$ cat src/hw/rtl/so3lg_pkg.sv
// Shared types and constants for the SO(3) log-map attitude PD controller.
// Holds the request and response words, register indexes and CORDIC angles.
// No dependencies.
package so3lg_pkg;

  typedef struct packed {
    logic signed [15:0] want_qx;
    logic signed [15:0] want_qy;
    logic signed [15:0] want_qz;
    logic signed [15:0] want_qw;
    logic signed [15:0] meas_qx;
    logic signed [15:0] meas_qy;
    logic signed [15:0] meas_qz;
    logic signed [15:0] meas_qw;
    logic signed [15:0] rate_x;
    logic signed [15:0] rate_y;
    logic signed [15:0] rate_z;
    logic signed [15:0] speed_in;
  } req_t;

  typedef struct packed {
    logic signed [15:0] speed_out;
    logic signed [23:0] drive_x;
    logic signed [23:0] drive_y;
    logic signed [23:0] drive_z;
    logic [14:0]        error_angle;
    logic               saturated;
  } rsp_t;

  localparam logic [2:0] REG_GAIN_P_X = 3'd0;
  localparam logic [2:0] REG_GAIN_P_Y = 3'd1;
  localparam logic [2:0] REG_GAIN_P_Z = 3'd2;
  localparam logic [2:0] REG_GAIN_D_X = 3'd3;
  localparam logic [2:0] REG_GAIN_D_Y = 3'd4;
  localparam logic [2:0] REG_GAIN_D_Z = 3'd5;

  localparam logic [15:0] GAIN_P_RESET = 16'd256;
  localparam logic [15:0] GAIN_D_RESET = 16'd0;

  localparam int NSQ_W   = 42;
  localparam int ROOT_W  = 21;
  localparam int SQ_CELLS = 21;
  localparam int CX_W    = 25;
  localparam int Z_W     = 33;
  localparam int NUM_W   = 53;
  localparam int REM_W   = 54;
  localparam int Q_W     = 14;

  localparam logic signed [32:0] HALF_PI_Q30 = 33'sd1686629713;
  localparam logic signed [32:0] PI_Q30      = 33'sd3373259426;

  localparam logic signed [26:0] DRIVE_MAX = 27'sd8388607;
  localparam logic signed [26:0] DRIVE_MIN = -27'sd8388608;

  function automatic logic [30:0] atan_q30(input int i);
    case (i)
      0: atan_q30 = 31'd843314857;
      1: atan_q30 = 31'd497837829;
      2: atan_q30 = 31'd263043837;
      3: atan_q30 = 31'd133525159;
      4: atan_q30 = 31'd67021687;
      5: atan_q30 = 31'd33543516;
      6: atan_q30 = 31'd16775851;
      7: atan_q30 = 31'd8388437;
      8: atan_q30 = 31'd4194283;
      9: atan_q30 = 31'd2097149;
      default: atan_q30 = (i <= 30) ? (31'd1 << (30 - i)) : '0;
    endcase
  endfunction

endpackage

$ cat src/hw/rtl/so3lg_sqrt_cell.sv
// One digit step of the integer square root chain.
// Depends on so3lg_pkg for widths.
module so3lg_sqrt_cell #(
  parameter int BEXP = 0
) (
  input  logic                          clk,
  input  logic                          en,
  input  logic [so3lg_pkg::NSQ_W-1:0]   v_in,
  input  logic [so3lg_pkg::NSQ_W-1:0]   r_in,
  output logic [so3lg_pkg::NSQ_W-1:0]   v_out,
  output logic [so3lg_pkg::NSQ_W-1:0]   r_out
);
  import so3lg_pkg::*;

  localparam logic [NSQ_W-1:0] BIT = NSQ_W'(1) << BEXP;

  logic [NSQ_W-1:0] trial;

  assign trial = r_in + BIT;

  always_ff @(posedge clk) begin
    if (en) begin
      if (v_in >= trial) begin
        v_out <= v_in - trial;
        r_out <= (r_in >> 1) + BIT;
      end else begin
        v_out <= v_in;
        r_out <= r_in >> 1;
      end
    end
  end

endmodule

$ cat config.mk
export PLATFORM = sky130hd
export DESIGN_NAME = so3lg_sqrt_cell
export DESIGN_NICKNAME = d
export VERILOG_FILES = /design/src/hw/rtl/so3lg_pkg.sv /design/src/hw/rtl/so3lg_sqrt_cell.sv
export SDC_FILE = /design/constraint.sdc
export NUM_CORES = 1
export LEC_CHECK = 0
export BUFFER_PORTS_ARGS = -buffer_cell sky130_fd_sc_hd__buf_2
export CELL_PAD_IN_SITES_DETAIL_PLACEMENT = 1
export CELL_PAD_IN_SITES_GLOBAL_PLACEMENT = 2
export CORE_MARGIN = 2
export CORE_UTILIZATION = 33
export DETAILED_ROUTE_END_ITERATION = 6
export GPL_TIMING_DRIVEN = 0
export PLACE_DENSITY = 0.92
export SYNTH_ARGS = -nofsm -noshare
export SYNTH_HDL_FRONTEND = slang
export SYNTH_SLANG_ARGS = --single-unit
$ cat constraint.sdc
create_clock -name clk -period 5.6 [get_ports clk]
set_input_delay 0.28 -clock clk [delete_from_list [all_inputs] [get_ports clk]]
set_output_delay 0.28 -clock clk [all_outputs]
set_load 0.02 [all_outputs]
* After elaboration in Yosys (flattened, before gate mapping)
Cells that the tools add are included.
** Word-level totals
- Register bits after elaboration :: 84
- Bits in latches :: 0
- RAM bits :: 0
- Memory bits (read-only) :: 0
- Memories :: 0
** Operators by class
- Add/sub/neg operators :: 3
- Multiply operators :: 0
- Divide/modulo/power cells :: 0
- Order comparisons :: 1
- Equality and inequality tests :: 0
- Shift-type cells :: 0
- Multiplexer cells :: 2
- Bitwise logic cells :: 0
- Reductions and logical operators :: 0
** Operators by type and width (count)
- $add 41x1->42 const B :: 1
- $add 42x1->42 const B :: 1
- $ge 42x42->1 :: 1
- $mux 42 :: 1
- $sub 42x42->42 :: 1
- $mux 41 :: 1

* Longest topological paths before layout
- Depth in word-level cells :: 3
- Mapped depth :: 23

* Least setup slack after synthesis
Ideal clock, no wire load.
- Kind :: input port to flip-flop
- Start point :: input r_in[1] (netlist bit)
- End point :: register v_out[16] (netlist bit), data pin
- Setup time :: 0.258 ns
- Data arrival time :: 3.932 ns
- Data required time :: 5.342 ns
- Setup slack :: 1.410 ns
- Stages on the path :: 22
- Buffers on the path :: 6
- Path through :: ha_1 > and3_1 > and3_1 > clkbuf_1 > nand4_1 > nor2_1 > clkbuf_1 > nand3_1 > xor2_1 > ha_1 > clkbuf_1 > a21o_1 > a31oi_1 > o21a_1 > o21ai_0 > and2_1 > a311o_1 > buf_6 > buf_6 > buf_6 > nor2_1 > a21oi_1
** Between the ends
- Longest elaborated chain between the ends :: 3
- Elaborated cells between the ends (all ways) :: 4
- Classes of those cells :: add/sub: 2; order compare: 1; mux: 1
** RTL lines
- start: declaration :: line so3lg_sqrt_cell.sv:9 : input logic [so3lg_pkg::NSQ_W-1:0] r_in,
- $add 42x1->42 * :: line so3lg_sqrt_cell.sv:19 : assign trial = r_in + BIT;
- $sub 42x42->42 / $ge 42x42->1 (equally long branches) :: line so3lg_sqrt_cell.sv:24, so3lg_sqrt_cell.sv:23
- $mux 42 * :: line so3lg_sqrt_cell.sv:23 : if (v_in >= trial) begin
- end signal: assignment :: line so3lg_sqrt_cell.sv:24 : v_out <= v_in - trial;
- end signal: assignment :: line so3lg_sqrt_cell.sv:27 : v_out <= v_in;
- end: declaration :: line so3lg_sqrt_cell.sv:10 : output logic [so3lg_pkg::NSQ_W-1:0] v_out,
Every way passes the cells marked *; elsewhere a longest branch is shown, timed or not.
A chain may end at the register's enable or synchronous reset.

* Final worst setup path
- Start point :: input r_in[2] (netlist bit)
- End point :: register v_out[27] (netlist bit), data pin
The elaborated chain is that of the path after synthesis.

==> impl_results.md <==
- Status: complete, no violations
- Netlist Area Pre-Place: just over 7000 sq um
- NetSw: 794 uW
- CP delay by family, top: compound AO/OA/AOI/OAI gates
- Drt first-iter violations: ~450
- First-pass GRT wire length: slightly below 40000 um
- Final ANT Viol Nets: 0
- HP Class: in2reg
- Worst setup SP type: input pin
- Core area: 21100 sq um
- Ys async rst share: 0
- Inserted Clock Buffers: 9
- Layout net count: 1086
- Pint: around 1300 uW
- Clk root buf: clkbuf_16
- Max_cap viols: 0
- 1st-pass router iterations: 5
- Clock-pin transition on the worst setup and hold timing paths: roughly 0.06 ns
- RSZ-0062 raised after global routing: no
- Crit path buffers/inverters: 6
- Critical Path Max Stage Delay: slightly below 0.4 ns
- Layout cells sized above 1: 0.231
- Sequential area share after synthesis: 0.355
- Post-Syn Instances: between 700 and 800
- Setup ws final: 0.322 ns
- Worst slew pin tran: around 0.72 ns
- Crit path DAT: around 5.3 ns
- Rows: 53
- Crit-path slowest cell: a311oi_2
- Vias in the first global route: approximately 6700
- Synthesized Nets: 913
- Final GP Congestion: 0.903
- CP endpoint kind: flip-flop
- Clk pwr share: 0.273
- Synth unique cells: 64
- Worst-path fanout max: 10
- Synth area leaders: edfxtp_1, xnor2_1, ha_1
- CP required: around 5.6 ns
- EDFF count, synth: 84
- Maximum VDD drop: 0.145 mV
- Setup Viol. Count Final: 0
- Fin crit share: 0.943
- Pre-CTS setup slack: -0.275 ns
- Worst hold slack: about 0.27 ns
- Chip Width: between 150 and 200 um
- # DRC: 0
- HPWL after DPL: roughly 21000 um
- H-tree depth: 3
- Crit-path cells: buf_2 -> ha_1 -> and3_1 -> and3_1 -> clkbuf_1 -> nand4_1 -> nor2_1 -> clkbuf_2 -> nand3_1 -> xor2_1 -> ha_1 -> clkbuf_1 -> a21o_1 -> a31oi_1 -> o21a_1 -> o21ai_0 -> and2_1 -> a311oi_2 -> buf_4 -> buf_4 -> o21ai_0
- Register bit total from synthesis: 84
- Antenna violations before repair: 3
- DRT Wirelength: approximately 26000 um
- Final Slew Violations: 0
- Comb power frac: 0.354
- Min Tclk post-route: about 5.3 ns
- Port bufs: approximately 160
- Reg power frac: 0.373
- Post-CTS Setup Inserts: 0
- Hold Crit Depth: 3
- CP Class: in2reg
- Via density: around 5.4
- Die Area: 22700 sq um
- Largest net degree at the start of global routing: 46
- Synth Flop Type: edfxtp_1
- Layout area overhead: 20.5%
- Biggest area consumer among synthesized cells: edfxtp_1
- IO Count: 170
- Starting Density: 0.337
- LEAKAGE: between 0.003 and 0.004 uW
- Switching part of the total: 0.370
- Clock sinks: 84
- Power density cells: about 250 nW/um^2
- Fmax: roughly 190 MHz
- CTS tree: done
- Hold Violations, Final: 0
- Hold buffers post-CTS: 0
- GR Overflow Total: 0
- CP Depth: 21
- Routed len/inst: around 21 um
- Total number of vias: between 6000 and 7000
- Clock Tree Buf Depth: 2
- Total track usage: 0.227
- Die Y: 151 um
- Synth warn: 0
- Avg Synthesized Cell Area: between 9 and 10 sq um
- Post-synth top area share: 0.355
- Relative slew margins: 0.509
registers in the layout, indices dropped and copies added (netlist names):
signal	flops
r_out	42
v_out	42
layout by cell type (no fill, tap or decap), types with 3 or more instances in the layout:
cell type / count
nand4_1: 33
clkbuf_1: 21
o211ai_1: 5
o21a_1: 7
nor2_2: 5
edfxtp_1: 84
xnor2_1: 67
nand2b_1: 8
o31ai_1: 5
and4_1: 8
xor2_1: 48
nand3b_1: 4
nor2b_1: 4
ha_1: 44
nor3_1: 19
and3_1: 19
nand2_1: 90
and2_1: 6
nor2_1: 59
a31oi_1: 9
inv_1: 12
buf_4: 7
a21o_1: 19
clkbuf_16: 9
a21oi_1: 60
clkinv_4: 3
o21bai_1: 9
o21ai_0: 33
nand3_1: 32
a21oi_2: 6
buf_6: 8
buf_2: 164
a211oi_1: 3
final timing paths:
check | start | to
worst min-delay path | v_in[33] | v_out[33]
worst max-delay path | r_in[2] | v_out[27]
cells in the mapped netlist (3+ instances only):
cell,n
nand2_1,90
edfxtp_1,84
xnor2_1,67
a21oi_1,60
nor2_1,60
xor2_1,48
ha_1,44
nand4_1,33
o21ai_0,33
nand3_1,32
clkbuf_1,23
a21o_1,19
and3_1,19
nor3_1,19
inv_1,12
a31oi_1,9
o21bai_1,9
and4_1,8
buf_6,8
nand2b_1,8
o21a_1,7
a21oi_2,6
and2_1,6
buf_4,6
o211ai_1,5
o31ai_1,5
buf_2,4
nand3b_1,4
nor2_2,4
nor2b_1,4
a211oi_1,3
stage by stage:
stage               cell area [sq um]  power, uW   util  TNS (ns)  std cells
floorplan                        7110       1290      -         0        782
global placement                 8260       1550  0.392    -0.731       1218
detailed placement               8280       1560  0.393     -1.77       1219
CTS                              8560       2160  0.406         0       1235
global route                     8560       2250  0.406         0       1235
finish                           8570       2140  0.406         0       1236
per-layer routing:
metal | track usage | part of all wire
met1 | 0.316 | 0.48
met2 | 0.363 | 0.46
met3 | 0.0449 | 0.048
met5 | 0 | 0.00085
met4 | 0.0570 | 0.017
final cells by class:
type	instances	area, sq um
Fill cell	2571	12500
Multi-Input combinational cell	645	4300
Sequential cell	84	2520
Timing Repair Buffer	162	828
Tap cell	275	344
Buffer	41	244
Clock buffer	9	225
Clock inverter	7	51.3
Inverter	12	45.0
Antenna cell	1	2.50
kinds of logic after synthesis:
family          Yosys count  share of synthesized area
xor+xnor                115                      0.142
flops                    84                      0.355
fa+ha+maj                45                     0.0802
simple gates            303                      0.215
compound gates          182                      0.168
buf+inv                  53                     0.0403
repair_timing:
item	CTS	global route
gates resized for setup	0	5
setup endpoints to repair	0	19
hold endpoints to repair	0	0
power groups by stage:
stage          registers, uW  clock network, uW  logic (uW)
4_1_cts                  801                599         756
6_report                 800                585         759
3_5_place_dp             814                  0         751
3_3_place_gp             814                  0         736
5_1_grt                  806                619         824
2_1_floorplan            909                  0         383
No activity file was read; power rests on OpenSTA's default activity.
