==> config.mk <==
export PLATFORM = sky130hd
export DESIGN_NAME = so3lg_cordic_cell
export DESIGN_NICKNAME = d
export VERILOG_FILES = /design/src/hw/rtl/so3lg_pkg.sv /design/src/hw/rtl/so3lg_cordic_cell.sv
export SDC_FILE = /design/constraint.sdc
export NUM_CORES = 1
export LEC_CHECK = 0
export BUFFER_PORTS_ARGS = -buffer_cell sky130_fd_sc_hd__buf_2
export CORE_MARGIN = 2
export CORE_UTILIZATION = 29
export CTS_BUF_LIST = sky130_fd_sc_hd__clkbuf_2
export CTS_CLUSTER_DIAMETER = 100
export DETAILED_ROUTE_END_ITERATION = 16
export GPL_TIMING_DRIVEN = 1
export SYNTH_ARGS = -nofsm -noshare
export SYNTH_HDL_FRONTEND = slang
export SYNTH_SLANG_ARGS = --single-unit
==> constraint.sdc <==
create_clock -name clk -period 3.63 [get_ports clk]
set_input_delay 0.1815 -clock clk [delete_from_list [all_inputs] [get_ports clk]]
set_output_delay 0.1815 -clock clk [all_outputs]
set_load 0.02 [all_outputs]
==> src/hw/rtl/so3lg_pkg.sv <==
// Shared types and constants for the SO(3) log-map attitude PD controller.
// Holds the request and response words, register indexes and CORDIC angles.
// No dependencies.
package so3lg_pkg;

  typedef struct packed {
    logic signed [15:0] want_qx;
    logic signed [15:0] want_qy;
    logic signed [15:0] want_qz;
    logic signed [15:0] want_qw;
    logic signed [15:0] meas_qx;
    logic signed [15:0] meas_qy;
    logic signed [15:0] meas_qz;
    logic signed [15:0] meas_qw;
    logic signed [15:0] rate_x;
    logic signed [15:0] rate_y;
    logic signed [15:0] rate_z;
    logic signed [15:0] speed_in;
  } req_t;

  typedef struct packed {
    logic signed [15:0] speed_out;
    logic signed [23:0] drive_x;
    logic signed [23:0] drive_y;
    logic signed [23:0] drive_z;
    logic [14:0]        error_angle;
    logic               saturated;
  } rsp_t;

  localparam logic [2:0] REG_GAIN_P_X = 3'd0;
  localparam logic [2:0] REG_GAIN_P_Y = 3'd1;
  localparam logic [2:0] REG_GAIN_P_Z = 3'd2;
  localparam logic [2:0] REG_GAIN_D_X = 3'd3;
  localparam logic [2:0] REG_GAIN_D_Y = 3'd4;
  localparam logic [2:0] REG_GAIN_D_Z = 3'd5;

  localparam logic [15:0] GAIN_P_RESET = 16'd256;
  localparam logic [15:0] GAIN_D_RESET = 16'd0;

  localparam int NSQ_W   = 42;
  localparam int ROOT_W  = 21;
  localparam int SQ_CELLS = 21;
  localparam int CX_W    = 25;
  localparam int Z_W     = 33;
  localparam int NUM_W   = 53;
  localparam int REM_W   = 54;
  localparam int Q_W     = 14;

  localparam logic signed [32:0] HALF_PI_Q30 = 33'sd1686629713;
  localparam logic signed [32:0] PI_Q30      = 33'sd3373259426;

  localparam logic signed [26:0] DRIVE_MAX = 27'sd8388607;
  localparam logic signed [26:0] DRIVE_MIN = -27'sd8388608;

  function automatic logic [30:0] atan_q30(input int i);
    case (i)
      0: atan_q30 = 31'd843314857;
      1: atan_q30 = 31'd497837829;
      2: atan_q30 = 31'd263043837;
      3: atan_q30 = 31'd133525159;
      4: atan_q30 = 31'd67021687;
      5: atan_q30 = 31'd33543516;
      6: atan_q30 = 31'd16775851;
      7: atan_q30 = 31'd8388437;
      8: atan_q30 = 31'd4194283;
      9: atan_q30 = 31'd2097149;
      default: atan_q30 = (i <= 30) ? (31'd1 << (30 - i)) : '0;
    endcase
  endfunction

endpackage

==> src/hw/rtl/so3lg_cordic_cell.sv <==
// One vectoring CORDIC rotation with a fixed shift and angle.
// Depends on so3lg_pkg for widths and the arctangent constants.
module so3lg_cordic_cell #(
  parameter int STEP = 0
) (
  input  logic                               clk,
  input  logic                               en,
  input  logic signed [so3lg_pkg::CX_W-1:0]  x_in,
  input  logic signed [so3lg_pkg::CX_W-1:0]  y_in,
  input  logic signed [so3lg_pkg::Z_W-1:0]   z_in,
  output logic signed [so3lg_pkg::CX_W-1:0]  x_out,
  output logic signed [so3lg_pkg::CX_W-1:0]  y_out,
  output logic signed [so3lg_pkg::Z_W-1:0]   z_out
);
  import so3lg_pkg::*;

  localparam logic signed [Z_W-1:0] ANG = $signed(Z_W'(atan_q30(STEP)));

  logic signed [CX_W-1:0] xs;
  logic signed [CX_W-1:0] ys;

  assign xs = x_in >>> STEP;
  assign ys = y_in >>> STEP;

  always_ff @(posedge clk) begin
    if (en) begin
      if (y_in > 0) begin
        x_out <= x_in + ys;
        y_out <= y_in - xs;
        z_out <= z_in + ANG;
      end else begin
        x_out <= x_in - ys;
        y_out <= y_in + xs;
        z_out <= z_in - ANG;
      end
    end
  end

endmodule

After elaboration in Yosys (flattened, before gate mapping)

Cells that the tools add are included.

Logic and storage cells: 12
Output and inout port bits: 83
Input bits: 85
Register bits after elaboration: 83

Order comparisons: 1
$add $sub $neg: 5
Multiplexer cells: 3

Operators by type and width:

| operator                 | number |
|---|---|
| $mux W25                 | 2 |
| $sub A25 B25 Y25         | 2 |
| $add A33 B31 Y33 const B | 1 |
| $mux W33                 | 1 |
| $sub A33 B31 Y33 const B | 1 |
| $add A25 B25 Y25         | 1 |
| $gt A25 B1 Y1 const B    | 1 |

Longest topological paths before layout

Word-level depth: 2
Gate-level depth with buffers: 16

Least setup slack after synthesis

No wires, ideal clock.

Kind: input -> register
From: input y_in[21] (netlist name)
To: register z_out[30] (netlist name) (data pin)
Slack: 0.077 ns
Stages: 15
Arrival time: 3.294 ns
Buffers on the path: 1
Cells stage by stage: nor4_1 -> and4_1 -> nand3_1 -> nand2_1 -> inv_1 -> buf_1 -> fa_1 -> and2b_1 -> o2111ai_1 -> a31oi_1 -> o221ai_1 -> a21oi_1 -> o221ai_1 -> o221ai_1 -> xnor2_1

Word-level cells in the longest chain between the ends: 2

RTL lines:

| what                   | line                    | source |
|---|---|---|
| start: declaration     | so3lg_cordic_cell.sv:9  | `input logic signed [so3lg_pkg::CX_W-1:0] y_in,` |
| $gt A25 B1 Y1          | so3lg_cordic_cell.sv:27 | `if (y_in > 0) begin` |
| $mux W33               | so3lg_cordic_cell.sv:27 |  |
| end signal: assignment | so3lg_cordic_cell.sv:30 | `z_out <= z_in + ANG;` |
| end signal: assignment | so3lg_cordic_cell.sv:34 | `z_out <= z_in - ANG;` |
| end: declaration       | so3lg_cordic_cell.sv:13 | `output logic signed [so3lg_pkg::Z_W-1:0] z_out` |

No other way between the ends.
A chain may end at the register's enable or synchronous reset.

Final worst setup path

From: input y_in[1] (netlist name)
To: register z_out[30] (netlist name) (data pin)

The elaborated chain is that of the path after synthesis.

==> report_table.html <==
<table>
<tr><th>Metric</th><th>Value</th></tr>
<tr><th colspan="2">Placed design</th></tr>
<tr><td>Post-place instance area</td><td>10100 sq um</td></tr>
<tr><td>Count of port buffers added during placement</td><td>167</td></tr>
<tr><td>Final GP Congestion</td><td>0.986</td></tr>
<tr><td>Dpl hpwl</td><td>20800 um</td></tr>
<tr><th colspan="2">Global routing</th></tr>
<tr><td>Via count of the first global-routing pass</td><td>7281</td></tr>
<tr><td>First-pass GRT wire length</td><td>38700 um</td></tr>
<tr><td>Overall fraction of global-route tracks in use</td><td>16.8%</td></tr>
<tr><td>Number of antenna violations at the first check in global routing</td><td>1</td></tr>
<tr><td>Largest net degree at the start of global routing</td><td>83</td></tr>
<tr><td>Congestion Overflow GR</td><td>0</td></tr>
<tr><th colspan="2">Drt</th></tr>
<tr><td>Remaining number of nets flagged by the antenna check after routing</td><td>0</td></tr>
<tr><td>Uppermost signal routing layer after detailed routing</td><td>met4</td></tr>
<tr><td>Post-detailed-route DRC marker count</td><td>0</td></tr>
<tr><td>Total Routed Length</td><td>25100 um</td></tr>
<tr><td>Iteration-0 DRC count of the detailed router</td><td>442</td></tr>
<tr><td>Number of detailed-routing iterations run before antenna repair</td><td>5</td></tr>
<tr><td>Wire per inst</td><td>16.2 um</td></tr>
<tr><td>Metal3 WL</td><td>1320 um</td></tr>
<tr><td>Wire length on met2</td><td>11200 um</td></tr>
<tr><td>Vias after detailed routing</td><td>7672</td></tr>
<tr><td>WL met1</td><td>11800 um</td></tr>
<tr><td>Vias/cell</td><td>4.95</td></tr>
<tr><th colspan="2">Clock tree</th></tr>
<tr><td>Clk Tree Root Cell</td><td>clkbuf_2</td></tr>
<tr><td>Maximum level of the CTS H-tree</td><td>3</td></tr>
<tr><td>Post-CTS repair timing setup buffer count</td><td>0</td></tr>
<tr><td>Clock buffers created by TritonCTS</td><td>9</td></tr>
<tr><td>Cells resized by post-CTS repair</td><td>0</td></tr>
<tr><td>CTS tree</td><td>built</td></tr>
<tr><td>Largest buffer count on any clock path</td><td>2</td></tr>
<tr><td>Post-CTS clock slew at the launch and capture registers of the worst setup and hold paths</td><td>0.27 ns</td></tr>
<tr><td>Count of clock tree sinks</td><td>82</td></tr>
<tr><th colspan="2">Worst setup path</th></tr>
<tr><td>Worst-path maximum fanout</td><td>6</td></tr>
<tr><td>Nature of the critical path endpoint</td><td>flop</td></tr>
<tr><td>Sort of element at the start of the critical path</td><td>input port</td></tr>
<tr><td>Worst Path Class, Setup</td><td>input port to flop</td></tr>
<tr><td>Worst endpoint data arrival time</td><td>3.42 ns</td></tr>
<tr><td>Worst path required time</td><td>3.98 ns</td></tr>
<tr><th colspan="2">STA</th></tr>
<tr><td>Ratio of final minimum period to clock period</td><td>84.6%</td></tr>
<tr><td>Slew at the pin with the worst max-slew slack</td><td>1.02 ns</td></tr>
<tr><td>Max-slew violation count</td><td>0</td></tr>
<tr><td>Maximum clock rate</td><td>326 MHz</td></tr>
<tr><td>Final hold vios</td><td>0</td></tr>
<tr><td>Number of setup violations in the final report</td><td>0</td></tr>
<tr><td>Setup repair after global routing missed its margin</td><td>false</td></tr>
<tr><td>Max-slew headroom</td><td>31.7%</td></tr>
<tr><td>Sum Neg Setup Slack</td><td>0 ns</td></tr>
<tr><td>Shortest clock period the worst path allows after layout</td><td>3.07 ns</td></tr>
<tr><th colspan="2">Status</th></tr>
<tr><td>Outcome</td><td>finished clean</td></tr>
<tr><th colspan="2">Synthesis</th></tr>
<tr><td>Top FF cell, synth</td><td>edfxtp_1</td></tr>
<tr><td>Post-Syn Area</td><td>8150 sq um</td></tr>
<tr><td>Synth cell types</td><td>73</td></tr>
<tr><td>Number of synthesized register bits</td><td>82</td></tr>
<tr><td>Count of flip-flops with a built-in enable after synthesis</td><td>82</td></tr>
<tr><td>Sequential cell area fraction in the yosys report</td><td>30.2%</td></tr>
<tr><td>Nets in the synthesized netlist</td><td>1108</td></tr>
<tr><td>Synth warnings</td><td>0</td></tr>
<tr><td>Post-synthesis instance total</td><td>916</td></tr>
<tr><td>Post-synthesis area per instance</td><td>8.89 sq um</td></tr>
<tr><td>Share of synthesized registers carrying an async set or reset</td><td>0%</td></tr>
<tr><th colspan="2">Final layout</th></tr>
<tr><td>Post-route design area</td><td>10200 sq um</td></tr>
<tr><td>Utilization of the core after routing</td><td>36.8%</td></tr>
<tr><td>Most common library cell in the layout ignoring fill and taps</td><td>buf_2</td></tr>
<tr><td>Nets</td><td>1357</td></tr>
<tr><td>Leading cell types in the layout, fill and taps excluded</td><td>buf_2 (166), ha_1 (103), buf_4 (100)</td></tr>
<tr><td>Area added between synthesis and finish</td><td>25.3%</td></tr>
<tr><td>Count of filler cells inserted in the layout</td><td>2901</td></tr>
<tr><td>Fraction of layout cells with a size suffix above 1</td><td>25.6%</td></tr>
<tr><th colspan="2">Pwr</th></tr>
<tr><td>Power Dens Cells</td><td>335 nW/um^2</td></tr>
<tr><td>Peak supply drop</td><td>117 uV</td></tr>
<tr><td>Static leakage power</td><td>4.68 nW</td></tr>
<tr><th colspan="2">Die</th></tr>
<tr><td>Floorplan core area</td><td>27700 sq um</td></tr>
<tr><td>Vertical die dimension</td><td>172 um</td></tr>
<tr><td>Number of cell rows</td><td>61</td></tr>
<tr><td>DIE AREA</td><td>29400 sq um</td></tr>
<tr><td>Die width</td><td>172 um</td></tr>
<tr><td>Starting density of the core</td><td>29.4%</td></tr>
<tr><td>Number of placed I/O pins</td><td>168</td></tr>
<tr><th colspan="2">Run</th></tr>
<tr><td>Number of max-cap violations</td><td>0</td></tr>
<tr><th colspan="2">Worst hold path</th></tr>
<tr><td>Hold WC Path Type</td><td>input port to flop</td></tr>
</table>
-- routing by layer --
metal	track usage [%]	vias to the layer above
met5	0	-
met1	23.1	3532
li1	-	3839
met2	26.7	258
met4	6.37	0
met3	2.37	43
-- power breakdown --
group,switching [W],leakage [nW],internal (W)
Combinational,0.000959,3.80,0.000637
Sequential,0.0000474,0.803,0.00126
Clock,0.000349,0.0696,0.000169
Total,0.00135,4.68,0.00206
-- final cells by class --
type,count,area (sq um),area share [%]
Inverter,86,323,3.16
Antenna cell,1,2.50,0.0245
Tap cell,378,473,4.63
Sequential cell,82,2460,24.1
Clock buffer,10,50.0,0.490
Clock inverter,6,71.3,0.699
Multi-Input combinational cell,717,5220,51.1
Timing Repair Buffer,269,1610,15.8
-- through the flow --
| step | setup WS, ns | total power (W) | hold WS [ns] | std cells |
|---|---|---|---|---|
| after global routing | 0.441 | 0.00365 | 0.00443 | 1549 |
| after global placement | 0.0452 | 0.00290 | 0.517 | 1529 |
| final | 0.559 | 0.00342 | 0.0908 | 1549 |
| after detailed placement | -0.0290 | 0.00292 | 0.523 | 1529 |
| after CTS | 0.642 | 0.00344 | 0.0239 | 1548 |
| after floorplan | 0.0766 | 0.00231 | 0.294 | 916 |
-- repair_timing --
item,in CTS,in global routing
setup endpoints to repair,0,0
hold endpoints to repair,4,0
hold buffers,3,0
-- synth_stat cells, types with 14 or more instances --
library cell / count / area, sq um
nand2_1: 48 / 180
buf_2: 16 / 80.1
ha_1: 103 / 1290
a21oi_1: 98 / 490
nand2b_1: 14 / 87.6
inv_1: 83 / 312
xnor2_1: 59 / 517
a21o_1: 34 / 255
nand3_1: 17 / 85.1
edfxtp_1: 82 / 2460
o21ai_0: 67 / 335
xor2_1: 17 / 149
nor2_1: 58 / 218
-- registers in the layout, indices dropped and copies added (netlist names) --
signal and cells:
x_out 25, z_out 33, y_out 24
-- worst paths after layout --
kind / slack [ns] / from / end / cells after the start
min: 0.09 / y_in[0] / x_out[0]$_DFFE_PP_ / 3
max: 0.56 / y_in[1] / z_out[30]$_DFFE_PP_ / 16
-- cell families after synthesis --
logic type	synth area share (%)
compound gates	24.9
buf+inv	5.78
fa+ha+maj	16.8
mux	1.23
simple gates	12.9
xor+xnor	8.17
flops	30.2
-- critical path, stage by stage --
cell	delay [ns]
buf_2	0.10
nor4_1	0.32
buf_4	0.18
and4_1	0.18
nand3_1	0.11
nand2_2	0.18
buf_4	0.18
ha_1	0.24
and2b_1	0.18
o2111ai_1	0.27
a31oi_1	0.18
o221ai_1	0.36
a21oi_1	0.16
o221ai_1	0.27
o221ai_1	0.19
xnor2_1	0.15
No activity file was read; power rests on OpenSTA's default activity.
