<file path="src/hw/rtl/so3lg_pkg.sv">
// Shared types and constants for the SO(3) log-map attitude PD controller.
// Holds the request and response words, register indexes and CORDIC angles.
// No dependencies.
package so3lg_pkg;

  typedef struct packed {
    logic signed [15:0] want_qx;
    logic signed [15:0] want_qy;
    logic signed [15:0] want_qz;
    logic signed [15:0] want_qw;
    logic signed [15:0] meas_qx;
    logic signed [15:0] meas_qy;
    logic signed [15:0] meas_qz;
    logic signed [15:0] meas_qw;
    logic signed [15:0] rate_x;
    logic signed [15:0] rate_y;
    logic signed [15:0] rate_z;
    logic signed [15:0] speed_in;
  } req_t;

  typedef struct packed {
    logic signed [15:0] speed_out;
    logic signed [23:0] drive_x;
    logic signed [23:0] drive_y;
    logic signed [23:0] drive_z;
    logic [14:0]        error_angle;
    logic               saturated;
  } rsp_t;

  localparam logic [2:0] REG_GAIN_P_X = 3'd0;
  localparam logic [2:0] REG_GAIN_P_Y = 3'd1;
  localparam logic [2:0] REG_GAIN_P_Z = 3'd2;
  localparam logic [2:0] REG_GAIN_D_X = 3'd3;
  localparam logic [2:0] REG_GAIN_D_Y = 3'd4;
  localparam logic [2:0] REG_GAIN_D_Z = 3'd5;

  localparam logic [15:0] GAIN_P_RESET = 16'd256;
  localparam logic [15:0] GAIN_D_RESET = 16'd0;

  localparam int NSQ_W   = 42;
  localparam int ROOT_W  = 21;
  localparam int SQ_CELLS = 21;
  localparam int CX_W    = 25;
  localparam int Z_W     = 33;
  localparam int NUM_W   = 53;
  localparam int REM_W   = 54;
  localparam int Q_W     = 14;

  localparam logic signed [32:0] HALF_PI_Q30 = 33'sd1686629713;
  localparam logic signed [32:0] PI_Q30      = 33'sd3373259426;

  localparam logic signed [26:0] DRIVE_MAX = 27'sd8388607;
  localparam logic signed [26:0] DRIVE_MIN = -27'sd8388608;

  function automatic logic [30:0] atan_q30(input int i);
    case (i)
      0: atan_q30 = 31'd843314857;
      1: atan_q30 = 31'd497837829;
      2: atan_q30 = 31'd263043837;
      3: atan_q30 = 31'd133525159;
      4: atan_q30 = 31'd67021687;
      5: atan_q30 = 31'd33543516;
      6: atan_q30 = 31'd16775851;
      7: atan_q30 = 31'd8388437;
      8: atan_q30 = 31'd4194283;
      9: atan_q30 = 31'd2097149;
      default: atan_q30 = (i <= 30) ? (31'd1 << (30 - i)) : '0;
    endcase
  endfunction

endpackage

</file>
<file path="src/hw/rtl/so3lg_div_cell.sv">
// One restoring division step producing a single quotient bit.
// Depends on so3lg_pkg for widths.
module so3lg_div_cell #(
  parameter int BITPOS = 0
) (
  input  logic                            clk,
  input  logic                            en,
  input  logic [so3lg_pkg::REM_W-1:0]     rem_in,
  input  logic [so3lg_pkg::ROOT_W-1:0]    n_in,
  input  logic [so3lg_pkg::Q_W-1:0]       q_in,
  output logic [so3lg_pkg::REM_W-1:0]     rem_out,
  output logic [so3lg_pkg::ROOT_W-1:0]    n_out,
  output logic [so3lg_pkg::Q_W-1:0]       q_out
);
  import so3lg_pkg::*;

  logic [REM_W-1:0] dsub;

  assign dsub = REM_W'(n_in) << (18 + BITPOS);

  always_ff @(posedge clk) begin
    if (en) begin
      n_out <= n_in;
      if (rem_in >= dsub) begin
        rem_out <= rem_in - dsub;
        q_out   <= q_in | (Q_W'(1) << BITPOS);
      end else begin
        rem_out <= rem_in;
        q_out   <= q_in;
      end
    end
  end

endmodule
</file>
<file path="config.mk">
export PLATFORM = sky130hd
export DESIGN_NAME = so3lg_div_cell
export DESIGN_NICKNAME = d
export VERILOG_FILES = /design/src/hw/rtl/so3lg_pkg.sv /design/src/hw/rtl/so3lg_div_cell.sv
export SDC_FILE = /design/constraint.sdc
export NUM_CORES = 1
export LEC_CHECK = 0
export ABC_AREA = 1
export BUFFER_PORTS_ARGS = -buffer_cell sky130_fd_sc_hd__buf_2
export CAP_MARGIN = 25
export CORE_ASPECT_RATIO = 2
export CORE_MARGIN = 2
export CORE_UTILIZATION = 51
export CTS_CLUSTER_SIZE = 24
export DETAILED_ROUTE_END_ITERATION = 12
export PLACE_DENSITY = 0.9
export SLEW_MARGIN = 40
export SYNTH_ARGS = -nofsm -noshare
export SYNTH_HDL_FRONTEND = slang
export SYNTH_SLANG_ARGS = --single-unit
export TNS_END_PERCENT = 1
</file>
<file path="constraint.sdc">
create_clock -name clk -period 2.2 [get_ports clk]
set_input_delay 0.11 -clock clk [delete_from_list [all_inputs] [get_ports clk]]
set_output_delay 0.11 -clock clk [all_outputs]
set_load 0.01 [all_outputs]
</file>
Yosys cells after proc, flatten, opt, wreduce, memory -nomap -nowiden
Index checks and enable logic that the tools add are counted.
Cells by class
  eq/ne operators: 0
  add/subtract/negate cells: 1
  bitwise logic cells: 0
  div/mod/pow operators: 0
  order comparisons: 1
  mux-type cells: 1
  $mul: 0
  shift operators: 0
  reduce and logical (&&, ||, !) cells: 0
Operator list (number)
  54-bit by 39-bit greater-or-equal comparator with 1-bit output: 1
  54-bit two-way mux: 1
  54-bit by 39-bit subtractor with 54-bit output: 1
Storage, ports and cells
  flip-flop bits (word level): 89
  word-level logic and storage cells: 7
  memories kept: 0
  bits of input ports: 91
  memory bits (writable): 0
  memory bits (read-only): 0
  latch bits: 0
  output and inout bits: 89

Logic depth before layout (Yosys ltp)
Gate-level depths: netlist of the first run.
  depth in word-level cells: 2
  gate-level depth with buffers: 17
  mapped depth without buffers: 16

Worst setup path before layout of the first run
No wires, ideal clock.
  kind: input-to-reg
  start: input port rem_in[18] (netlist bit)
  end: register rem_out[21] (netlist bit), data pin
  library setup time: 257 ps
  setup slack: 199 ps
  arrival: 1744 ps
  stages on the path: 16
  path buffers: 2
  cells stage by stage: inv_1 -> ha_1 -> inv_1 -> fa_1 -> nand3_1 -> nand3_2 -> nand3_1 -> nand3_2 -> nand2_2 -> nand2_2 -> nand2_1 -> nand2_2 -> inv_2 -> buf_6 -> buf_8 -> o21ai_2
Between the ends
  cells in the longest elaborated chain, start to end: 2
  elaborated cells between the ends (all ways): 3
Ends and longest elaborated chain
  from (decl): line so3lg_div_cell.sv:8  | input logic [so3lg_pkg::REM_W-1:0] rem_in,
  54-bit by 39-bit subtractor with 54-bit output / 54-bit by 39-bit greater-or-equal comparator with 1-bit output (equally long branches): line so3lg_div_cell.sv:25, so3lg_div_cell.sv:24
  54-bit two-way mux (*): line so3lg_div_cell.sv:24  | if (rem_in >= dsub) begin
  to (signal assigned): line so3lg_div_cell.sv:25  | rem_out <= rem_in - dsub;
  to (signal assigned): line so3lg_div_cell.sv:28  | rem_out <= rem_in;
  to (decl): line so3lg_div_cell.sv:11  | output logic [so3lg_pkg::REM_W-1:0] rem_out,
Every way passes the cells marked *; elsewhere a longest branch is shown, timed or not.
A chain may end at the register's enable or synchronous reset.

Final worst setup path of the first run
  start: input port rem_in[18] (netlist bit)
  end: register rem_out[50] (netlist bit), data pin
Same word-level chain as after synthesis.

==> key figures, run 1 <==
Critical path
  – Most common cell on crit path: nand2_1
  – WP data required: 2.32 ns
  – CP endpoint kind: register
  – Max FO, Critical Path: 4
  – CP cell instances: buf_2 -> inv_1 -> ha_1 -> inv_1 -> fa_1 -> nand3_1 -> nand3_2 -> a21oi_1 -> o21ai_1 -> nand2_1 -> nand2_1 -> nand2_1 -> nand2_1 -> nand2_1 -> inv_1
  – Worst setup path class: input port to register
  – Setup crit start kind: input port
  – Worst path max stage delay: 0.38 ns
  – Data arrival, critical path: 2.20 ns
  – Crit-path slowest cell: fa_1

Global routing
  – Largest net degree at the start of global routing: 47
  – Global-route wire length before repair: 28.5 mm
  – GRT Total Usage: 33.0%
  – Vias in the first global route: 5882
  – Total gr overflow: 0
  – Initial antenna violation count: 1

Timing
  – Highest Clock Rate: 480 MHz
  – Slew headroom: 61.0%
  – Fin crit period: 2.08 ns
  – Fin. max-slew vios: 0
  – Hold Vio Cnt, Final: 0
  – Tcrit/Tclk final: 94.7%
  – Final setup viols: 0
  – Worst-Margin Slew: 0.581 ns
  – Setup WS post-layout: 0.117 ns
  – RSZ-0062 raised after global routing: false

Clock network
  – Clock Tree Buf Depth: 2
  – CTS buffer count: 9
  – Number of setup buffers added after CTS: 0
  – CTS tree: done
  – Clock root buffer master: clkbuf_16
  – Clk sinks: 89
  – H-tree Lvls: 3
  – Worst-path clk slew: 0.08 ns

Die
  – Die Width: 76.6 microns
  – I/O Pins: 180
  – Core area: 10400 sq um
  – Die Y: 149 microns
  – Initial Utilization: 51.6%
  – Rows: 53
  – Total die area: 11400 sq um

Detailed routing
  – Vias: 5600
  – Wire length per cell: 17.7 microns
  – DRC viols: 0
  – Final ANT Viol Nets: 0
  – DRT iter0 DRCs: 435
  – Vias/cell: 5.27
  – Drt total wl: 18.8 mm
  – Initial DRT Pass Iterations: 5

Placement
  – HPWL reported at the end of detailed placement: 13.5 mm
  – Pre-CTS setup slack: -0.291 ns
  – Gpl congestion: 0.933
  – Post-Place Cells: 993
  – Port Buffers: 179

Yosys
  – Synth Area per Inst: 8.28 sq um
  – Synth area leaders: edfxtp_1 (50%), nand2_1 (15%), inv_1 (7.5%)
  – Simple-gate share of the synthesized area: 28.0%
  – Post-synth ARST share: 0%
  – Most area-hungry cell type in the Yosys netlist: edfxtp_1
  – Cell count after synthesis: 649
  – Post-synthesis adder-cell area fraction: 5.26%
  – Post-synth EDFFs: 89
  – Synth Area in Compound Gates: 5.19%
  – Count leader, synth: nand2_1
  – Mux contribution to synthesized area: 0%
  – Post-synthesis register bit count: 89
  – Register area share after synthesis: 49.7%
  – Post-synth cell types: 33
  – Primary FF master, synth: edfxtp_1
  – Post-synth top area share: 49.7%
  – Syn_nets: 762
  – Post-Synth XOR/XNOR Area: 2.93%
  – Synth cell count leaders: nand2_1 (210), inv_1 (108), edfxtp_1 (89)
  – Synth warnings: 0
  – Largest family of logic cells by synthesized area: simple AND/OR/NAND/NOR gates
  – Post-Synthesis Cell Area: 5380 sq um

Power
  – Design Power: 4900 uW
  – P_leak: 0.00364 uW
  – Cell Pwr Density: 653 nW/um^2
  – Max VDD drop: 0.430 mV

Job
  – Max Cap Violations: 0

Cells and area
  – Post-layout util: 72.1%
  – Nets: 1032
  – Share of layout cells above drive strength 1: 29.3%
  – Post-Layout Cell Count: 1062
  – Area Overhead vs Synth: 39.5%

Worst hold path
  – Min-delay worst type: input port to register

Status
  – Status: finished clean
## metal layers
metal  vias up  routed length (microns)  track usage [%]
li1       2612                        -                -
met5         -                        0                0
met4         0                     1700             29.1
met1      2570                     5810             29.2
met3       104                     1020             4.48
met2       314                    10300             63.1
## critical path, delay by kind of cell
family          cells  cell delay (ns)
compound gates      2             0.64
simple gates        7             0.63
fa+ha+maj           2             0.55
buf+inv             4             0.29
## state kept, by name, summed over array words and instances, names as in the netlist
| name | cells |
|---|---|
| q_out | 14 |
| rem_out | 54 |
| n_out | 21 |
## final timing paths
path                   start           to  slack (ns)  depth (start not counted)
setup / recovery  rem_in[18]  rem_out[50]        0.12                         15
hold / removal       q_in[0]     q_out[0]        0.03                          2
## per-stage QoR
stage / cell area (sq um) / setup TNS (ns) / hold slack, ns
after global placement: 6690 / -0.758 / 0.286
after detailed placement: 6690 / -0.818 / 0.288
after global routing: 7500 / 0 / 0.0386
final: 7500 / 0 / 0.0291
after CTS: 7500 / 0 / 0.0355
after floorplan: 5380 / 0 / 0.209
## layout by cell type, fill, tap and decap left out, types with 2 or more instances in the layout
cell type,count
o21ai_1,6
buf_4,33
ha_1,21
buf_2,178
clkbuf_16,9
dlygate4sd3_1,52
nand3_1,32
inv_8,3
buf_12,3
nand3_2,2
inv_2,4
nand4_1,7
o21ai_2,10
a21oi_1,16
xor2_1,6
nand3b_1,4
nor2_1,64
nand2_2,15
inv_1,108
edfxtp_1,89
xnor2_1,12
nor3_1,11
clkinv_4,2
nand2_1,210
nor2_2,8
o21ai_0,7
## logic make-up after synthesis
family | Yosys count
flip-flops | 89
buffers and inverters | 119
AO/OA/AOI/OAI | 45
XOR/XNOR | 18
adder cells (fa/ha/maj) | 22
AND/OR/NAND/NOR | 356
## power breakdown
group / switching, uW / leakage, uW / internal, uW
clock: 759 / 0.000142 / 799
sequential: 48.6 / 0.000871 / 2070
combinational: 708 / 0.00263 / 513
total: 1520 / 0.00364 / 3380
## what timing repair did
action | CTS | global route
endpoints found under the hold margin | 52 | 0
resized for setup | 0 | 1
hold buffers | 52 | 0
setup endpoints to repair | 0 | 3
## final cells by class
cell class                 count  area [sq um]
antenna                        1          2.50
clock inverter                 7          67.6
tap                          137           171
sequential                    89          2670
fill                         773          2910
inverter                     112           420
multi-input combinational    441          2220
clock buffer                   9           225
timing repair buffer         266          1720
Power figures use the tool's default switching activity.
==> run 2, diff against run 1 <==
--- a/config.mk
+++ b/config.mk
@@ -10,10 +10,10 @@
 export CAP_MARGIN = 25
 export CORE_ASPECT_RATIO = 2
 export CORE_MARGIN = 2
-export CORE_UTILIZATION = 51
+export CORE_UTILIZATION = 46
 export CTS_CLUSTER_SIZE = 24
 export DETAILED_ROUTE_END_ITERATION = 12
-export PLACE_DENSITY = 0.9
+export PLACE_DENSITY = 0.86
 export SLEW_MARGIN = 40
 export SYNTH_ARGS = -nofsm -noshare
 export SYNTH_HDL_FRONTEND = slang
==> constraint.sdc (replaced) <==
create_clock -name clk -period 1.78 [get_ports clk]
set_input_delay 0.089 -clock clk [delete_from_list [all_inputs] [get_ports clk]]
set_output_delay 0.089 -clock clk [all_outputs]
set_load 0.01 [all_outputs]
==> run 2 against run 1 <==
  * Utilization is 0.074 points higher
  * Total power rose by 25%
  * Global-route usage fell by 4.7 points
  * Sequential share of layout area down 3.0 points
  * Clock power increased by 21%
  * Die area increased by 10%
==> key figures, run 2 (same netlist as run 1, synthesis figures left out) <==
Die
  – Core area: 11400 sq um (+9.1%)
  – Rows: 55 (+3.8%)
  – Initial Utilization: 47.3% (-4.3 points)
  – Total die area: 12600 sq um (+10%)
  – I/O Pins: 180 (unchanged)
  – Die Width: 80.4 microns (+5.0%)
  – Die Y: 157 microns (+5.2%)

Detailed routing
  – DRT iter0 DRCs: 296 (-32%)
  – Vias/cell: 4.88 (-7.5%)
  – Final ANT Viol Nets: 0 (unchanged)
  – Wire length per cell: 15.8 microns (-11%)
  – DRC viols: 0 (unchanged)
  – Drt total wl: 17.9 mm (-4.8%)
  – Initial DRT Pass Iterations: 4 (-1)
  – Vias: 5509 (-1.6%)

Timing
  – Setup WS post-layout: 0.0373 ns (-0.0794 ns)
  – RSZ-0062 raised after global routing: true
  – Worst-Margin Slew: 0.497 ns (-0.0847 ns)
  – Final setup viols: 0 (unchanged)
  – Hold Vio Cnt, Final: 0 (unchanged)
  – Highest Clock Rate: 574 MHz
  – Tcrit/Tclk final: 97.9%
  – Fin. max-slew vios: 0 (unchanged)
  – Fin crit period: 1.74 ns
  – Slew headroom: 66.9% (+5.9 points)

Power
  – Max VDD drop: 0.867 mV (+100%)
  – Internal power: 4310 uW (+28%)
  – Switch share: 29.6% (-1.3 points)
  – Psw: 1820 uW (+20%)
  – Combinational share of power: 26.9% (+2.0 points)
  – P_leak: 0.00400 uW (+9.9%)
  – Clk pwr share: 30.6% (-1.2 points)
  – Sequential share of power: 42.5% (-0.8 points)
  – Cell Pwr Density: 749 nW/um^2 (+15%)

Critical path
  – Crit-path slowest cell: dlygate4sd3_1
  – Data arrival, critical path: 1.85 ns (-0.35 ns)
  – Worst path bufs/invs: 4 (unchanged)
  – CP cell instances: dlygate4sd3_1 -> buf_2 -> nand3b_1 -> nor2_2 -> nand2_2 -> nor2_4 -> a21oi_2 -> nand2_4 -> inv_8 -> buf_12 -> nand2_1 -> o21ai_2
  – Worst setup path class: input port to register
  – Kind of cell adding the most delay to the critical path: buffers and inverters
  – WP data required: 1.89 ns (-0.43 ns)
  – Max FO, Critical Path: 13 (+9)
  – Worst path max stage delay: 0.53 ns (+0.15 ns)
  – CP endpoint kind: register
  – Setup crit start kind: input port

Status
  – Status: finished clean

Worst hold path
  – Hold Crit Endpoint: q_out[0]
  – Hold path depth: 2 (unchanged)
  – Worst Min Path Start: q_in[0]
  – Min-delay worst type: input port to register

Clock network
  – Clock root buffer master: clkbuf_16
  – Clk sinks: 89 (unchanged)
  – CTS buffer count: 9 (unchanged)
  – Clock Tree Buf Depth: 2 (unchanged)
  – CTS tree: done
  – Worst-path clk slew: 0.07 ns (about the same)
  – H-tree Lvls: 3 (unchanged)

Placement
  – HPWL reported at the end of detailed placement: 13.1 mm (-3.3%)
  – Port Buffers: 179 (unchanged)
  – Pre-CTS setup slack: -0.363 ns (-0.0716 ns)
  – Post-DP Area: 7200 sq um (+7.7%)
  – Gpl congestion: 0.959 (+2.8%)

Cells and area
  – Biggest register: rem_out
  – Leading cell type in the layout, fill and taps excluded: nand2_1
  – Share of layout cells above drive strength 1: 36.1% (+6.8 points)
  – Largest register FFs: 54 (unchanged)
  – Area Overhead vs Synth: 52.3%
  – Commonest non-fill, non-tap cells in the layout: nand2_1 (204), buf_2 (177), inv_1 (106)
  – Regs by FF count: rem_out x54, n_out x21, q_out x14
  – Nets: 1096 (+6.2%)
  – Final instance area: 8190 sq um (+9.2%)
  – # diodes: 0 (-1)

Global routing
  – Largest net degree at the start of global routing: 90 (+91%)
  – Global-route wire length before repair: 26.7 mm (-6.3%)
  – Initial antenna violation count: 0 (-1)
  – Vias in the first global route: 5783 (-1.7%)
  – Total gr overflow: 0 (unchanged)
  – GRT Total Usage: 28.2% (-4.7 points)

Job
  – Max Cap Violations: 0 (unchanged)
## run 2: changes by cell type in the layout (fill, tap and decap cells not counted), sizes merged
cell | previous run | this run
buf | 214 | 276
clkbuf | 9 | 11
clkinvlp | 1 | 0
diode | 1 | 0
inv | 116 | 117
## run 2: worst max-delay path by stage
| stage | start | endpoint | slack [ns] | depth (start not counted) |
|---|---|---|---|---|
| after floorplan | rem_in[18] | rem_out[21] | -0.10 | 16 |
| after detailed placement | rem_in[18] | rem_out[25] | -0.36 | 16 |
| final | rem_in[17] | rem_out[22] | 0.04 | 12 |
| after global routing | rem_in[6] | rem_out[27] | -0.06 | 13 |
| after CTS | rem_in[17] | rem_out[25] | 0.005 | 12 |
| after global placement | rem_in[18] | rem_out[50] | -0.33 | 15 |
## run 2: layout make-up
class	instances	area (sq um)
fillers	875	3160
clock inverters	7	61.3
flip-flops and latches	89	2670
well taps	142	178
repair buffers	330	2270
multi-input cells	441	2340
clock buffers	9	225
inverters	112	443
## run 2: power by group through the flow
stage               combinational, uW  clock [uW]  sequential [uW]
floorplan                         590           0             2780
global placement                 1480           0             2640
detailed placement               1510           0             2650
CTS                              1610        1890             2600
global route                     1800        1970             2620
finish                           1650        1880             2610
## run 2: through the flow
step | util (%) | instances | total power, uW | setup TNS, ns | hold slack, ns
after floorplan | - | 649 | 3370 | -2.04 | 0.188
after global placement | 63.4 | 1059 | 4120 | -9.61 | 0.266
after detailed placement | 63.4 | 1059 | 4160 | -10.62 | 0.267
after CTS | 70.9 | 1128 | 6110 | 0 | 0.00499
after global routing | 72.1 | 1130 | 6390 | -0.614 | 0.0243
final | 72.1 | 1130 | 6130 | 0 | 0.00556
## run 2: timing repair
action / 4_1_cts / 5_1_grt
pin swaps: 0 / 5
hold endpoints to repair: 52 / 0
hold buffers: 52 / 0
setup buffers: 0 / 0
gates resized for setup: 3 / 27
endpoints found under the setup margin: 1 / 32
cloned: 1 / 2
## run 2: metal layers
metal,share of wire [%],vias to the layer above,wire length (microns),global-route usage (%)
met5,0,-,0,0
met4,6.1,0,1090,16.2
met3,4.3,69,771,3.84
met2,58,194,10300,55.9
met1,32,2503,5750,26.0
li1,-,2743,-,-
